**src/hdl/c8sfp_pkg.sv**
```systemverilog
// Shared types, codes and the CRC-8 step function for the CRC-8 frame parser.
// Used by the controller, the datapath and the top level. No dependencies.
package c8sfp_pkg;

    // Result status codes
    localparam logic [1:0] ST_GOOD    = 2'd0;
    localparam logic [1:0] ST_CRC_ERR = 2'd1;
    localparam logic [1:0] ST_LEN_ERR = 2'd2;

    // Configuration register indexes
    localparam logic CFG_FIRST_HDR  = 1'b0;
    localparam logic CFG_SECOND_HDR = 1'b1;

    // CRC-8 polynomial 0x31, MSB first
    localparam logic [7:0] CRC_POLY = 8'h31;
    localparam logic [7:0] CRC_TOP  = 8'h80;

    // Controller to datapath commands
    typedef struct packed {
        logic       cap_id;      // capture id, start CRC
        logic       cap_len;     // capture length, update CRC, clear fill
        logic       wr_data;     // store payload byte, update CRC
        logic       emit;        // load a single result (error or empty frame)
        logic [1:0] emit_status;
        logic       burst_clr;   // rewind burst read index
        logic       burst_load;  // load one payload result from memory
    } c8sfp_cmd_t;

    // Datapath to controller status
    typedef struct packed {
        logic hdr1_eq;     // input byte equals first header
        logic hdr2_eq;     // input byte equals second header
        logic len_big;     // input byte exceeds payload store
        logic in_zero;     // input byte is zero
        logic len_zero;    // held length is zero
        logic crc_eq;      // input byte equals running CRC
        logic fill_done;   // this payload byte completes the payload
        logic out_free;    // output register can take a result
        logic burst_last;  // current burst entry is the final one
    } c8sfp_stat_t;

    function automatic logic [7:0] crc8_step(input logic [7:0] acc, input logic [7:0] b);
        logic [7:0] v;
        v = acc ^ b;
        for (int k = 0; k < 8; k++)
        begin
            if ((v & CRC_TOP) != 8'd0)
                v = (v << 1) ^ CRC_POLY;
            else
                v = v << 1;
        end
        return v;
    endfunction

endpackage

```
**src/hdl/c8sfp_byte_if.sv**
```systemverilog
// Valid/ready channel carrying one received byte per transaction.
// No dependencies.
interface c8sfp_byte_if;
    logic       valid;
    logic       ready;
    logic [7:0] in_byte;

    modport source (output valid, output in_byte, input ready);
    modport sink (input valid, input in_byte, output ready);
    modport monitor (input valid, input in_byte, input ready);
endinterface

```
**src/hdl/c8sfp_result_if.sv**
```systemverilog
// Valid/ready channel carrying one parser result per transaction.
// No dependencies.
interface c8sfp_result_if;
    logic       valid;
    logic       ready;
    logic [1:0] status;
    logic [7:0] frame_id;
    logic [7:0] frame_length;
    logic [4:0] byte_index;
    logic [7:0] payload_byte;
    logic       byte_valid;
    logic       last;

    modport source (output valid, output status, output frame_id, output frame_length,
                    output byte_index, output payload_byte, output byte_valid,
                    output last, input ready);
    modport sink (input valid, input status, input frame_id, input frame_length,
                  input byte_index, input payload_byte, input byte_valid,
                  input last, output ready);
    modport monitor (input valid, input status, input frame_id, input frame_length,
                     input byte_index, input payload_byte, input byte_valid,
                     input last, input ready);
endinterface

```
**src/hdl/crc8_serial_frame_parser_core.sv**
```systemverilog
// Top level of the CRC-8 serial frame parser: controller plus datapath.
// Depends on c8sfp_pkg, c8sfp_byte_if, c8sfp_result_if, c8sfp_ctrl, c8sfp_dp.
//
// Usage:
//   in_ch  : one received byte per transaction (in_byte).
//   out_ch : one result per transaction (status, frame_id, frame_length,
//            byte_index, payload_byte, byte_valid, last).
//   cfg_*  : write port for the two sync bytes (index 0 first, 1 second).
//            Write only while the parser is idle.
// Frames are header1, header2, id, length, payload, CRC-8 (poly 0x31, init 0,
// over id, length and payload).
// While parsing, a byte is taken whenever the output register is free. On a good
// CRC the payload is played back from the payload memory, each byte through a
// read state (registered read port) and then a load state (output register
// load); input is held off during that burst.
// An error or empty-frame result appears the cycle after the byte that caused
// it; the first payload result of a burst follows the CRC byte through the read
// and load states, and the load waits until the output register is free.
// Reset: parser returns to hunting for header1, sync bytes to 0xAA/0x55, no
// result pending. The payload memory is not cleared.
// Stall: a single output register holds a result until taken; while it is
// full and not being taken, in_ch.ready stays low and the burst waits.
module crc8_serial_frame_parser_core #(
    parameter int MAX_PAYLOAD = 32
) (
    input  logic    clk,
    input  logic    rst_n,
    input  logic    cfg_we,
    input  logic    cfg_index,
    input  logic [7:0] cfg_data,
    c8sfp_byte_if.sink     in_ch,
    c8sfp_result_if.source out_ch
);
    import c8sfp_pkg::*;

    c8sfp_cmd_t  cmd;
    c8sfp_stat_t stat;

    // Frame phase sequencing and burst control
    c8sfp_ctrl u_ctrl (
        .clk      (clk),
        .rst_n    (rst_n),
        .in_valid (in_ch.valid),
        .in_ready (in_ch.ready),
        .stat     (stat),
        .cmd      (cmd)
    );

    // Header match, CRC, payload memory and result register
    c8sfp_dp #(
        .MAX_PAYLOAD (MAX_PAYLOAD)
    ) u_dp (
        .clk              (clk),
        .rst_n            (rst_n),
        .cfg_we           (cfg_we),
        .cfg_index        (cfg_index),
        .cfg_data         (cfg_data),
        .in_byte          (in_ch.in_byte),
        .cmd              (cmd),
        .stat             (stat),
        .out_ready        (out_ch.ready),
        .out_valid        (out_ch.valid),
        .out_status       (out_ch.status),
        .out_frame_id     (out_ch.frame_id),
        .out_frame_length (out_ch.frame_length),
        .out_byte_index   (out_ch.byte_index),
        .out_payload_byte (out_ch.payload_byte),
        .out_byte_valid   (out_ch.byte_valid),
        .out_last         (out_ch.last)
    );

endmodule

```
**src/hdl/c8sfp_ctrl.sv**
```systemverilog
// Parse controller: frame phase state machine and payload burst sequencing.
// Depends on c8sfp_pkg.
module c8sfp_ctrl (
    input  logic                   clk,
    input  logic                   rst_n,
    input  logic                   in_valid,
    output logic                   in_ready,
    input  c8sfp_pkg::c8sfp_stat_t stat,
    output c8sfp_pkg::c8sfp_cmd_t  cmd
);
    import c8sfp_pkg::*;

    localparam logic [2:0] PH_H1    = 3'd0;
    localparam logic [2:0] PH_H2    = 3'd1;
    localparam logic [2:0] PH_ID    = 3'd2;
    localparam logic [2:0] PH_LEN   = 3'd3;
    localparam logic [2:0] PH_DATA  = 3'd4;
    localparam logic [2:0] PH_CRC   = 3'd5;
    localparam logic [2:0] PH_RD    = 3'd6;
    localparam logic [2:0] PH_LD    = 3'd7;

    logic [2:0] state_reg, state_next;
    logic       resume_h2_reg, resume_h2_next;
    logic       accept;

    assign in_ready = (state_reg != PH_RD) && (state_reg != PH_LD) && stat.out_free;
    assign accept   = in_valid && in_ready;

    always_comb
    begin
        state_next     = state_reg;
        resume_h2_next = resume_h2_reg;
        cmd            = '0;
        case (state_reg)
            PH_H1:
            begin
                if (accept && stat.hdr1_eq)
                    state_next = PH_H2;
            end
            PH_H2:
            begin
                if (accept)
                begin
                    if (stat.hdr2_eq)
                        state_next = PH_ID;
                    else if (stat.hdr1_eq)
                        state_next = PH_H2;
                    else
                        state_next = PH_H1;
                end
            end
            PH_ID:
            begin
                if (accept)
                begin
                    cmd.cap_id = 1'b1;
                    state_next = PH_LEN;
                end
            end
            PH_LEN:
            begin
                if (accept)
                begin
                    cmd.cap_len = 1'b1;
                    if (stat.len_big)
                    begin
                        cmd.emit        = 1'b1;
                        cmd.emit_status = ST_LEN_ERR;
                        state_next      = PH_H1;
                    end
                    else if (stat.in_zero)
                        state_next = PH_CRC;
                    else
                        state_next = PH_DATA;
                end
            end
            PH_DATA:
            begin
                if (accept)
                begin
                    cmd.wr_data = 1'b1;
                    if (stat.fill_done)
                        state_next = PH_CRC;
                end
            end
            PH_CRC:
            begin
                if (accept)
                begin
                    state_next = stat.hdr1_eq ? PH_H2 : PH_H1;
                    if (!stat.crc_eq)
                    begin
                        cmd.emit        = 1'b1;
                        cmd.emit_status = ST_CRC_ERR;
                    end
                    else if (stat.len_zero)
                    begin
                        cmd.emit        = 1'b1;
                        cmd.emit_status = ST_GOOD;
                    end
                    else
                    begin
                        cmd.burst_clr  = 1'b1;
                        resume_h2_next = stat.hdr1_eq;
                        state_next     = PH_RD;
                    end
                end
            end
            PH_RD:
            begin
                state_next = PH_LD;
            end
            PH_LD:
            begin
                if (stat.out_free)
                begin
                    cmd.burst_load = 1'b1;
                    if (stat.burst_last)
                        state_next = resume_h2_reg ? PH_H2 : PH_H1;
                    else
                        state_next = PH_RD;
                end
            end
            default:
            begin
                state_next = PH_H1;
            end
        endcase
    end

    always_ff @(posedge clk or negedge rst_n)
    begin
        if (!rst_n)
        begin
            state_reg     <= PH_H1;
            resume_h2_reg <= 1'b0;
        end
        else
        begin
            state_reg     <= state_next;
            resume_h2_reg <= resume_h2_next;
        end
    end

endmodule

```
**src/hdl/c8sfp_dp.sv**
```systemverilog
// Datapath: header registers, frame fields, CRC-8, payload memory and the
// output result register. Depends on c8sfp_pkg.
module c8sfp_dp #(
    parameter int MAX_PAYLOAD = 32
) (
    input  logic                   clk,
    input  logic                   rst_n,
    input  logic                   cfg_we,
    input  logic                   cfg_index,
    input  logic [7:0]             cfg_data,
    input  logic [7:0]             in_byte,
    input  c8sfp_pkg::c8sfp_cmd_t  cmd,
    output c8sfp_pkg::c8sfp_stat_t stat,
    input  logic                   out_ready,
    output logic                   out_valid,
    output logic [1:0]             out_status,
    output logic [7:0]             out_frame_id,
    output logic [7:0]             out_frame_length,
    output logic [4:0]             out_byte_index,
    output logic [7:0]             out_payload_byte,
    output logic                   out_byte_valid,
    output logic                   out_last
);
    import c8sfp_pkg::*;

    localparam int         AW      = (MAX_PAYLOAD > 1) ? $clog2(MAX_PAYLOAD) : 1;
    localparam logic [7:0] MAX_LEN = 8'(MAX_PAYLOAD);
    localparam logic [6:0] MAX_POS = 7'(MAX_PAYLOAD);

    logic [7:0] hdr1_reg, hdr2_reg;
    logic [7:0] id_reg, id_next;
    logic [7:0] len_reg, len_next;
    logic [5:0] fill_reg, fill_next;
    logic [7:0] crc_reg, crc_next;
    logic [5:0] idx_reg, idx_next;
    logic [5:0] fill_inc;
    logic [7:0] crc_upd;

    logic [7:0] mem [MAX_PAYLOAD];
    logic [7:0] rd_data_reg;

    logic       out_valid_reg;
    logic [1:0] status_reg;
    logic [7:0] fid_reg, flen_reg, pbyte_reg;
    logic [4:0] bidx_reg;
    logic       bvalid_reg, last_reg;

    assign fill_inc = fill_reg + 6'd1;
    assign crc_upd  = crc8_step(crc_reg, in_byte);

    assign stat.hdr1_eq    = (in_byte == hdr1_reg);
    assign stat.hdr2_eq    = (in_byte == hdr2_reg);
    assign stat.len_big    = (in_byte > MAX_LEN);
    assign stat.in_zero    = (in_byte == 8'd0);
    assign stat.len_zero   = (len_reg == 8'd0);
    assign stat.crc_eq     = (in_byte == crc_reg);
    assign stat.fill_done  = ({2'b00, fill_inc} >= len_reg);
    assign stat.out_free   = !out_valid_reg || out_ready;
    assign stat.burst_last = (({2'b00, idx_reg} + 8'd1) == len_reg);

    // Configuration registers
    always_ff @(posedge clk or negedge rst_n)
    begin
        if (!rst_n)
        begin
            hdr1_reg <= 8'hAA;
            hdr2_reg <= 8'h55;
        end
        else if (cfg_we)
        begin
            case (cfg_index)
                CFG_FIRST_HDR:  hdr1_reg <= cfg_data;
                CFG_SECOND_HDR: hdr2_reg <= cfg_data;
                default:        hdr1_reg <= hdr1_reg;
            endcase
        end
    end

    always_comb
    begin
        id_next   = id_reg;
        len_next  = len_reg;
        fill_next = fill_reg;
        crc_next  = crc_reg;
        idx_next  = idx_reg;
        if (cmd.cap_id)
        begin
            id_next  = in_byte;
            crc_next = crc8_step(8'd0, in_byte);
        end
        if (cmd.cap_len)
        begin
            len_next  = in_byte;
            crc_next  = crc_upd;
            fill_next = 6'd0;
        end
        if (cmd.wr_data)
        begin
            fill_next = fill_inc;
            crc_next  = crc_upd;
        end
        if (cmd.burst_clr)
            idx_next = 6'd0;
        else if (cmd.burst_load)
            idx_next = idx_reg + 6'd1;
    end

    always_ff @(posedge clk or negedge rst_n)
    begin
        if (!rst_n)
        begin
            id_reg   <= 8'd0;
            len_reg  <= 8'd0;
            fill_reg <= 6'd0;
            crc_reg  <= 8'd0;
            idx_reg  <= 6'd0;
        end
        else
        begin
            id_reg   <= id_next;
            len_reg  <= len_next;
            fill_reg <= fill_next;
            crc_reg  <= crc_next;
            idx_reg  <= idx_next;
        end
    end

    // Payload store: one write port during fill, one registered read port
    always_ff @(posedge clk)
    begin
        if (cmd.wr_data && ({1'b0, fill_reg} < MAX_POS))
            mem[fill_reg[AW-1:0]] <= in_byte;
        rd_data_reg <= mem[idx_reg[AW-1:0]];
    end

    // Output result register
    always_ff @(posedge clk or negedge rst_n)
    begin
        if (!rst_n)
            out_valid_reg <= 1'b0;
        else if (cmd.emit || cmd.burst_load)
            out_valid_reg <= 1'b1;
        else if (out_ready)
            out_valid_reg <= 1'b0;
    end

    always_ff @(posedge clk)
    begin
        if (cmd.emit)
        begin
            status_reg <= cmd.emit_status;
            fid_reg    <= id_reg;
            flen_reg   <= cmd.cap_len ? in_byte : len_reg;
            bidx_reg   <= 5'd0;
            pbyte_reg  <= 8'd0;
            bvalid_reg <= 1'b0;
            last_reg   <= 1'b1;
        end
        else if (cmd.burst_load)
        begin
            status_reg <= ST_GOOD;
            fid_reg    <= id_reg;
            flen_reg   <= len_reg;
            bidx_reg   <= idx_reg[4:0];
            pbyte_reg  <= rd_data_reg;
            bvalid_reg <= 1'b1;
            last_reg   <= stat.burst_last;
        end
    end

    assign out_valid        = out_valid_reg;
    assign out_status       = status_reg;
    assign out_frame_id     = fid_reg;
    assign out_frame_length = flen_reg;
    assign out_byte_index   = bidx_reg;
    assign out_payload_byte = pbyte_reg;
    assign out_byte_valid   = bvalid_reg;
    assign out_last         = last_reg;

endmodule

```
**src/flat_wrapper.sv**
```systemverilog
// flat-port wrapper written by rule: the top's interface ports become plain ports
module crc8_serial_frame_parser_core_flat import c8sfp_pkg::*;
#(
    parameter int MAX_PAYLOAD = 32
)
  (clk, rst_n, cfg_we, cfg_index, cfg_data, in_ch_valid, in_ch_in_byte, in_ch_ready, out_ch_valid, out_ch_status, out_ch_frame_id, out_ch_frame_length, out_ch_byte_index, out_ch_payload_byte, out_ch_byte_valid, out_ch_last, out_ch_ready);
  c8sfp_byte_if in_ch_i ();
  c8sfp_result_if out_ch_i ();
  input  logic clk;
  input  logic rst_n;
  input  logic cfg_we;
  input  logic cfg_index;
  input  logic [7:0] cfg_data;
  input wire logic [$bits(in_ch_i.valid)-1:0] in_ch_valid;
  input wire logic [$bits(in_ch_i.in_byte)-1:0] in_ch_in_byte;
  output wire logic [$bits(in_ch_i.ready)-1:0] in_ch_ready;
  output wire logic [$bits(out_ch_i.valid)-1:0] out_ch_valid;
  output wire logic [$bits(out_ch_i.status)-1:0] out_ch_status;
  output wire logic [$bits(out_ch_i.frame_id)-1:0] out_ch_frame_id;
  output wire logic [$bits(out_ch_i.frame_length)-1:0] out_ch_frame_length;
  output wire logic [$bits(out_ch_i.byte_index)-1:0] out_ch_byte_index;
  output wire logic [$bits(out_ch_i.payload_byte)-1:0] out_ch_payload_byte;
  output wire logic [$bits(out_ch_i.byte_valid)-1:0] out_ch_byte_valid;
  output wire logic [$bits(out_ch_i.last)-1:0] out_ch_last;
  input wire logic [$bits(out_ch_i.ready)-1:0] out_ch_ready;
  assign in_ch_i.valid = in_ch_valid;
  assign in_ch_i.in_byte = in_ch_in_byte;
  assign in_ch_ready = in_ch_i.ready;
  assign out_ch_valid = out_ch_i.valid;
  assign out_ch_status = out_ch_i.status;
  assign out_ch_frame_id = out_ch_i.frame_id;
  assign out_ch_frame_length = out_ch_i.frame_length;
  assign out_ch_byte_index = out_ch_i.byte_index;
  assign out_ch_payload_byte = out_ch_i.payload_byte;
  assign out_ch_byte_valid = out_ch_i.byte_valid;
  assign out_ch_last = out_ch_i.last;
  assign out_ch_i.ready = out_ch_ready;
  crc8_serial_frame_parser_core #(.MAX_PAYLOAD(MAX_PAYLOAD)) u_core (.clk(clk), .rst_n(rst_n), .cfg_we(cfg_we), .cfg_index(cfg_index), .cfg_data(cfg_data), .in_ch(in_ch_i), .out_ch(out_ch_i));
endmodule
```
**config.mk**
```make
export PLATFORM = sky130hd
export DESIGN_NAME = crc8_serial_frame_parser_core_flat
export DESIGN_NICKNAME = d
export VERILOG_FILES = /design/src/hdl/c8sfp_pkg.sv /design/src/hdl/c8sfp_byte_if.sv /design/src/hdl/c8sfp_result_if.sv /design/src/hdl/crc8_serial_frame_parser_core.sv /design/src/hdl/c8sfp_ctrl.sv /design/src/hdl/c8sfp_dp.sv /design/src/flat_wrapper.sv
export SDC_FILE = /design/constraint.sdc
export NUM_CORES = 1
export LEC_CHECK = 0
export BUFFER_PORTS_ARGS = -buffer_cell sky130_fd_sc_hd__buf_2
export CAP_MARGIN = 15
export CORE_ASPECT_RATIO = 1.5
export CORE_MARGIN = 2
export CORE_UTILIZATION = 50
export CTS_BUF_LIST = sky130_fd_sc_hd__clkbuf_4 sky130_fd_sc_hd__clkbuf_8 sky130_fd_sc_hd__clkbuf_16
export DETAILED_ROUTE_END_ITERATION = 7
export GPL_TIMING_DRIVEN = 0
export PLACE_DENSITY = 0.69
export SETUP_SLACK_MARGIN = 0.02
export SYNTH_ARGS = -nofsm -noshare
export SYNTH_HDL_FRONTEND = slang
export SYNTH_HIERARCHICAL = 1
export SYNTH_SLANG_ARGS = --single-unit
export TNS_END_PERCENT = 20
```
**constraint.sdc**
```tcl
create_clock -name clk -period 2.3 [get_ports clk]
set_input_delay 0.23 -clock clk [delete_from_list [all_inputs] [get_ports clk]]
set_output_delay 0.23 -clock clk [all_outputs]
set_load 0.05 [all_outputs]
```
=== Word-level counts from Yosys, hierarchy flattened ===
Memory sizes are Yosys's and may differ from the RTL's. A register that Yosys moved wholly into a read port is not among the register bits.
Index checks and enable logic that the tools add are counted.

* Bits of input ports: 22
* Bits in registers: 90
* Bits in writable memories: 256
* Memories kept: 1
* Output and inout port bits: 35
* Word-level logic and storage cells: 157

{| class="wikitable"
|+ Memories
! name !! words !! bits a word !! read ports !! clocked after memory_dff !! write ports !! line !! text
|-
| u_core.u_dp.mem || 32 || 8 || 1 || 1 || 1 || c8sfp_dp.sv:39 || <nowiki>logic [7:0] mem [MAX_PAYLOAD];</nowiki>
|}

* Mux-type cells: 73
* Bitwise logic cells: 19
* Eq/ne operators: 21
* Add/sub/neg operators: 3
* Reduce and logical (&&, ||, !) cells: 20
* Order comparisons: 3

{| class="wikitable"
|+ Operators by type and width
! kind !! count
|-
| 6-bit two-way mux || 20
|-
| 8-bit two-way mux || 15
|-
| 3-bit two-way mux || 16
|-
| 3-bit NOT || 16
|-
| 8-bit == test || 3
|-
| 3-bit one-hot mux with 8 select lines || 1
|-
| 8-bit zero test || 2
|-
| 1-bit two-way mux || 16
|-
| 2-bit inequality test, second input constant || 7
|-
| 6-bit by 1-bit adder with 6-bit output, second input constant || 2
|-
| 3-bit == test, second input constant || 4
|-
| 7-bit by 8-bit == test with 1-bit output || 1
|-
| 6-bit by 8-bit >= comparator with 1-bit output || 1
|-
| 8-bit by 6-bit > comparator with 1-bit output, second input constant || 1
|-
| 8-bit AND reduction || 1
|-
| 2-bit nonzero test || 4
|-
| 8-bit XOR || 1
|-
| 6-bit by 1-bit adder with 7-bit output, second input constant || 1
|-
| 3-bit by 2-bit == test with 1-bit output, second input constant || 2
|-
| 6-bit < comparator, second input constant || 1
|-
| 2-bit two-way mux || 3
|-
| 3-bit inequality test, second input constant || 2
|-
| 3-bit one-hot mux with 2 select lines || 1
|-
| 1-bit logical AND || 5
|-
| other kinds (10) || 13
|}

=== Depth between registers and ports, before layout ===
Gate-level depths: netlist (run 1).

* Depth in word-level cells: 30
* Depth in mapped cells: 11
* Gate-level depth less buffers: 11

=== Cells and area by module ===
Netlist (run 1), hierarchy kept.

{| class="wikitable"
|+ Modules (own cells, without submodules)
! module !! instances !! area each (um^2) !! cells each !! sequential area each (um^2)
|-
| c8sfp_dp || 1 || 14350.0 || 804 || 10024.6
|-
| c8sfp_ctrl || 1 || 399.1 || 48 || 100.1
|}

=== Least setup slack after synthesis (run 1) ===
OpenSTA, ideal clock, no wires.

* Path type: flip-flop to flip-flop
* Start point: register u_core.u_dp.out_valid_reg, in the netlist u_core/u_dp/out_valid
* End point: memory u_core.u_dp.mem[10][0] (enable)
* Stages on the path, launching flop included: 8
* Data required time: 1.930 ns
* Data arrival time: 2.171 ns
* Setup slack: -0.241 ns
* Library setup time: 0.370 ns
* Path buffers: 1
* Cell sequence: dfrtp_1 nand2b_1 nand2_1 nor3_1 clkbuf_1 nor2b_1 nand2_1 nor2_1

{| class="wikitable"
|+ RTL lines
! what !! line !! text
|-
| start: declaration || c8sfp_dp.sv:42 || <nowiki>logic out_valid_reg;</nowiki>
|-
| start signal: assignment || c8sfp_dp.sv:140 || <nowiki>out_valid_reg <= 1'b0;</nowiki>
|-
| start signal: assignment || c8sfp_dp.sv:142 || <nowiki>out_valid_reg <= 1'b1;</nowiki>
|-
| start signal: assignment || c8sfp_dp.sv:144 || <nowiki>out_valid_reg <= 1'b0;</nowiki>
|-
| end: declaration || c8sfp_dp.sv:39 ||
|}

==> results of run 1 <==
-- what timing repair did --
action                     in CTS  in global routing
gates cloned                    0                  1
hold endpoints to repair       43                  0
gates resized for setup        77                 41
setup endpoints to repair     320                291
hold buffers                   10                  0
buffers inserted               17                  6
pin swaps                      37                 15
-- logic make-up after synthesis --
kind of cell,count (synthesis)
simple gates,169
xor+xnor,72
mux,137
compound gates,52
buf+inv,57
flops,354
fa+ha+maj,11
-- power by group through the flow --
stage,Sequential (mW),Clock [mW],Combinational (mW)
5_1_grt,8.37,5.81,9.17
3_5_place_dp,8.36,0,7.68
4_1_cts,8.28,5.56,8.21
3_3_place_gp,8.34,0,7.59
2_1_floorplan,9.34,0,4.75
6_report,8.29,5.44,8.59
-- cell usage after synthesis, types with 8 or more instances --
master | instances | area share, %
nand3_1 | 9 | 0.31
buf_2 | 10 | 0.34
buf_4 | 8 | 0.41
xor2_1 | 21 | 1.2
o21ai_0 | 20 | 0.68
ha_1 | 11 | 0.93
mux4_2 | 80 | 12
dfxtp_1 | 23 | 3.1
nor2_1 | 71 | 1.8
a21oi_1 | 10 | 0.34
nand2_1 | 31 | 0.79
xnor2_1 | 49 | 2.9
mux2i_1 | 17 | 1.2
dfstp_2 | 8 | 1.4
edfxtp_1 | 274 | 56
inv_1 | 10 | 0.25
mux2_2 | 39 | 3.0
nand4_1 | 8 | 0.34
nand2b_1 | 10 | 0.42
clkbuf_1 | 21 | 0.53
dfrtp_1 | 49 | 8.3
-- placed cells by master (no fill, tap or decap), types with 32 or more instances in the layout --
master / count
mux2_2: 34
buf_2: 60
clkbuf_16: 32
nor2_1: 35
nor2_4: 32
dfrtp_1: 45
xnor2_1: 46
mux4_2: 80
edfxtp_1: 274
-- final timing paths --
kind | endpoint | slack (ps) | cells after the start
max | u_core/u_ctrl/state_reg[0] | -80 | 10
min | u_core/u_dp/mem[18][7] | 100 | 1
max reg2reg | u_core/u_ctrl/state_reg[0] | -80 | 10
min reg2reg | u_core/u_dp/out_frame_id[1] | 430 | 0
max in group asynchronous | u_core/u_dp/hdr2_reg[6] | 1380 | 3
min in group asynchronous | u_core/u_dp/len_reg[4] | 230 | 2
-- worst max-delay path, cell delays in order, from the launching register on --
cell       delay, ps
dfrtp_2          470
ha_4             200
xor2_2           150
ha_1             300
a21oi_2           50
nor2b_1          140
o21ai_2           90
a2111oi_4        310
mux2i_1          150
a211oi_2         290
a2bb2oi_2        150
-- final cells by class --
class,count,area (um^2),share of cell area (%)
multi-input combinational,441,4940,27.9
buffer,43,368,2.08
tap,395,494,2.79
sequential,354,10100,57.2
inverter,10,40.0,0.226
clock inverter,11,183,1.03
timing repair buffer,91,658,3.72
clock buffer,45,900,5.08
-- layer usage --
metal,vias up,wire length [um]
met2,192,17200
met5,-,0
met4,0,1410
met1,4052,11400
met3,56,1130
li1,3515,-
-- per-stage QoR --
step	cell area (um^2)	utilization, %
floorplan	15000	-
global placement	15800	54.0
detailed placement	15800	54.1
CTS	17400	59.6
global route	17700	60.5
finish	17700	60.5
==> flow_metrics.tcl, run 1 <==
set metrics [dict create \
    rsz0062_at_grt "yes" \
    synth.mux.area_fraction_pct 16.4 \
    ys_ff_latch 354 \
    first_global_vias 8369 \
    synthAdderAreaFrac_pct 0.933 \
    vias 7815 \
    htree_levels 1 \
    syn-mean-instance-area_um2 17.3 \
    finalHoldWorstSlack_ps 97.7 \
    r2r-start "u_core/u_dp/fill_reg[0]" \
    hold_class "in -> reg" \
    nFillCells 2194 \
    cap_violations 0 \
    cts-buffers-inserted 30 \
    largest_register_ffs 256 \
    area_growth_pct 20.1 \
    io_pins 57 \
    sw_frac_of_total_pct 33.6 \
    grt_max_degree 44 \
    fin_ws_ps -76.9 \
    worst_pin_slew_ps 873 \
    dp_cells 1304 \
    routabilityCongestion 0.847 \
    synth-async-reset-ratio_pct 16.1 \
    synth_compound_area_share_pct 2.21 \
    first_pass_iters 5 \
    pwr-share-seq_pct 37.1 \
    num-nets-final 1004 \
    ys_warn_count 6 \
    place.port_buffers 56 \
    postRouteWirelength_mm 31.1 \
    wl_per_cell_um 22.4 \
    synth_edf_count 274 \
    startpoint "u_core/u_dp/fill_reg[0]" \
    die-area_um2 30900 \
    cts.sinks 354 \
    grt_pass1_wl_mm 48.5 \
    synth.yosys.seq_area_share_pct 68.6 \
    clock-skew-final_ps 21.3 \
    globalRouteMet1Util_pct 25.0 \
    tns_ps -125 \
    syn-num-nets 885 \
    num_rows 77 \
    antenna_found_initial 0 \
    grt-ovfl-total 0 \
    synth_simple_gate_area_share_pct 5.56 \
    die_w_um 144 \
    top_usage_layer "met2" \
    crit_type "reg -> reg" \
    p_per_area_nw_per_um2 1260 \
    grtUsageMet3_pct 2.68 \
    critPathCaptureType "flip-flop" \
    hp-start "in_ch_in_byte[7]" \
    p_leak_nw 6.04 \
    violations "setup timing" \
    crit_path_start_kind "flip-flop" \
    cp_data_required_time_ps 2790 \
    grt_util_met2_pct 38.3 \
    die_y_um 214 \
    cp.arrival_ps 2870 \
    hold_viol_final 0 \
    slew_headroom_pct 41.8 \
    status "finished, violations left" \
    setup_viol 4 \
    track_usage_pct 21.1 \
    fin_crit_sh_pct 103 \
    initial_utilization_pct 50.4 \
    synth-xor-area-share_pct 4.44 \
    cts_tree "done" \
    pre_cts_slack_ps -1490 \
    synth_area_um2 14700 \
    vias_per_cell 5.62 \
    dr.first_iter.drc_count 436 \
    period_minus_slack_ps 2380 \
    pwr-share-comb_pct 38.5 \
    yosysUniqueCellTypes 58 \
    switchingPower_mw 7.51 \
    synth_top_flop_cell "edfxtp_1" \
    synth_top_family_by_area "multiplexers" \
    slew_viol_final 0 \
    detail-route-antenna-nets 0 \
    clockPowerShare_pct 24.4 \
    core_um2 29300 \
    peakVddDrop_uv 1130 \
    drc 0 \
    insertion_delay_ps 570 \
    cts_root_buf "clkbuf_16" \
    intPower_mw 14.8 \
    fin_cells 1390 \
    drive_gt1_share_pct 38.0 \
    fmax_mhz 421 \
    synthCells 852 \
    crit_fanout 4 \
    antenna_cells 0 \
    post-dp-hpwl_mm 21.4 \
    p_total_mw 22.3 \
    clockBufferDepth 3 \
    clk_pin_slew_ps 70 \
]
Note: power is estimated with default switching activity, not from simulation.
==> run 2: changes to the inputs <==
--- a/config.mk
+++ b/config.mk
@@ -8,12 +8,12 @@
 export BUFFER_PORTS_ARGS = -buffer_cell sky130_fd_sc_hd__buf_2
 export CAP_MARGIN = 15
 export CORE_ASPECT_RATIO = 1.5
-export CORE_MARGIN = 2
+export CORE_MARGIN = 8
 export CORE_UTILIZATION = 50
 export CTS_BUF_LIST = sky130_fd_sc_hd__clkbuf_4 sky130_fd_sc_hd__clkbuf_8 sky130_fd_sc_hd__clkbuf_16
 export DETAILED_ROUTE_END_ITERATION = 7
 export GPL_TIMING_DRIVEN = 0
-export PLACE_DENSITY = 0.69
+export PLACE_DENSITY = 0.67
 export SETUP_SLACK_MARGIN = 0.02
 export SYNTH_ARGS = -nofsm -noshare
 export SYNTH_HDL_FRONTEND = slang
==> constraint.sdc (replaced) <==
create_clock -name clk -period 3 [get_ports clk]
set_input_delay 0.3 -clock clk [delete_from_list [all_inputs] [get_ports clk]]
set_output_delay 0.3 -clock clk [all_outputs]
set_load 0.05 [all_outputs]
==> run 2 against run 1 <==
The run now ends clean. Combinational power down 33%. Register-to-register slack improved by 90 ps. Worst hold slack worse by 70 ps. Global-route usage down 3.6 points. First-iteration DRC count rose by 15%. Sequential power is 24% lower.
==> flow_metrics.tcl, run 2 (synthesis gave the netlist of run 1 again) <==
set metrics [dict create \
    clk_pin_slew_ps 70 \
    cp_data_required_time_ps 3150 \
    hold_viol_final 0 \
    tns_ps 0 \
    first_pass_iters 7 \
    grt_max_degree 44 \
    vias 7530 \
    die_y_um 226 \
    insertion_delay_ps 520 \
    routabilityCongestion 0.833 \
    setup_viol 0 \
    grt-ovfl-total 0 \
    wl_per_cell_um 22.0 \
    core_um2 29300 \
    num_rows 77 \
    top_usage_layer "met2" \
    detail-route-antenna-nets 0 \
    hold_class "in -> reg" \
    pwr-share-seq_pct 39.1 \
    switchingPower_mw 5.50 \
    p_per_area_nw_per_um2 970 \
    track_usage_pct 17.5 \
    clockPowerShare_pct 25.3 \
    p_leak_nw 5.69 \
    rsz0062_at_grt "yes" \
    critPathCaptureType "flip-flop" \
    cp.arrival_ps 3130 \
    clockBufferDepth 3 \
    sw_frac_of_total_pct 34.0 \
    clock-skew-final_ps 12.0 \
    antenna_cells 0 \
    drive_gt1_share_pct 29.0 \
    max_stage_delay_ps 740 \
    fmax_mhz 335 \
    post-dp-hpwl_mm 21.3 \
    cap_violations 0 \
    crit_fanout 9 \
    peakVddDrop_uv 436 \
    slew_viol_final 0 \
    num-nets-final 975 \
    first_global_vias 7933 \
    die-area_um2 35400 \
    io_pins 57 \
    layout_commonest_cell "edfxtp_1" \
    postRouteWirelength_mm 30.0 \
    crit_type "reg -> reg" \
    worst_pin_slew_ps 881 \
    critPathMostFrequentCell "nand2_1" \
    worst-path-buf-inv 1 \
    htree_levels 2 \
    period_minus_slack_ps 2990 \
    vias_per_cell 5.54 \
    crit_path_start_kind "flip-flop" \
    cts_tree "done" \
    area_growth_pct 13.1 \
    final_cell_mix "edfxtp_1 (274), mux4_2 (80), buf_2 (63)" \
    cp_slowest_cell "nor2_1" \
    grtUsageMet3_pct 2.84 \
    nFillCells 2279 \
    pwr-share-comb_pct 35.6 \
    die_w_um 156 \
    grt_util_met2_pct 33.4 \
    grt_pass1_wl_mm 46.5 \
    critPathTopFamily "simple AND/OR/NAND/NOR gates" \
    final_cell_area_um2 16700 \
    globalRouteMet1Util_pct 19.1 \
    cts_root_buf "clkbuf_16" \
    drc 0 \
    intPower_mw 10.7 \
    fin_crit_sh_pct 99.6 \
    initial_utilization_pct 50.4 \
    place_area_um2 15500 \
    slew_headroom_pct 41.2 \
    cts.sinks 354 \
    cts-buffers-inserted 34 \
    cp_cell_sequence "nand2b_1 -> nand2_1 -> nor3_1 -> clkbuf_1 -> nor2b_1 -> nand2_1 -> nor2_1" \
    status "finished, final reports clean" \
    antenna_found_initial 0 \
    dr.first_iter.drc_count 502 \
    largest_register_ffs 256 \
    place.port_buffers 56 \
]
==> run 2: cell count changes in the layout (fill, tap and decap cells not counted), moves of 7 or more <==
cell	previous run	this run
clkbuf_2	7	0
buf_12	11	1
dlygate4sd3_1	10	1
nor2_1	35	60
nor2_4	32	3
clkbuf_1	5	17
buf_4	27	8
==> run 2: timing repair <==
| action | CTS | global route |
|---|---|---|
| resized for setup | 3 | 19 |
| endpoints found under the setup margin | 126 | 285 |
| hold buffers | 1 | 0 |
| buffers inserted | 0 | 0 |
| endpoints found under the hold margin | 17 | 0 |
==> run 2: stage by stage <==
stage          worst slack [ps]  hold slack (ps)  std cells  util, %  power (mW)
6_report                   13.5             27.5       1360     57.0        16.2
5_1_grt                    -192             14.1       1360     57.0        16.9
4_1_cts                   -11.2             5.49       1361     56.7        16.3
3_5_place_dp              -1310              292       1304     53.1        12.2
3_3_place_gp              -1280              429       1303     53.0        12.1
2_1_floorplan               459             4.41        852        -        10.7
==> run 2: area by class of cell <==
| type | instances | area (um^2) | area share [%] |
|---|---|---|---|
| timing repair buffer | 58 | 318 | 1.91 |
| clock buffer | 42 | 935 | 5.60 |
| inverter | 10 | 37.5 | 0.225 |
| sequential | 354 | 10100 | 60.7 |
| tap | 395 | 494 | 2.96 |
| buffer | 43 | 211 | 1.27 |
| clock inverter | 17 | 126 | 0.758 |
| multi-input combinational | 441 | 4430 | 26.6 |
==> run 2: routing by layer <==
metal  wire, um  share of wire [%]  vias to the layer above
li1           -                  -                     3445
met1      10900                 36                     3840
met2      16700                 56                      189
met3       1410                4.7                       56
met4        943                3.1                        0
met5          0                  0                        -
==> run 2: worst paths after layout <==
check | startpoint | to | slack, ps | cells past startpoint
worst max-delay path | u_core/u_dp/out_valid | u_core/u_dp/mem[15][1] | 10 | 7
worst min-delay path | cfg_data[3] | u_core/u_dp/hdr2_reg[3] | 30 | 2
worst max register to register | u_core/u_dp/out_valid | u_core/u_dp/mem[15][1] | 10 | 7
worst min register to register | u_core/u_dp/id_reg[1] | u_core/u_dp/out_frame_id[1] | 450 | 0
max in group asynchronous | rst_n | u_core/u_dp/hdr2_reg[6] | 2050 | 3
min in group asynchronous | rst_n | u_core/u_ctrl/state_reg[1] | 300 | 2
==> run 2: power by group through the flow <==
stage | registers [mW] | clock network [mW] | logic, mW
2_1_floorplan | 7.15 | 0 | 3.56
3_3_place_gp | 6.40 | 0 | 5.67
3_5_place_dp | 6.42 | 0 | 5.74
4_1_cts | 6.32 | 4.19 | 5.79
5_1_grt | 6.39 | 4.37 | 6.14
6_report | 6.32 | 4.10 | 5.76
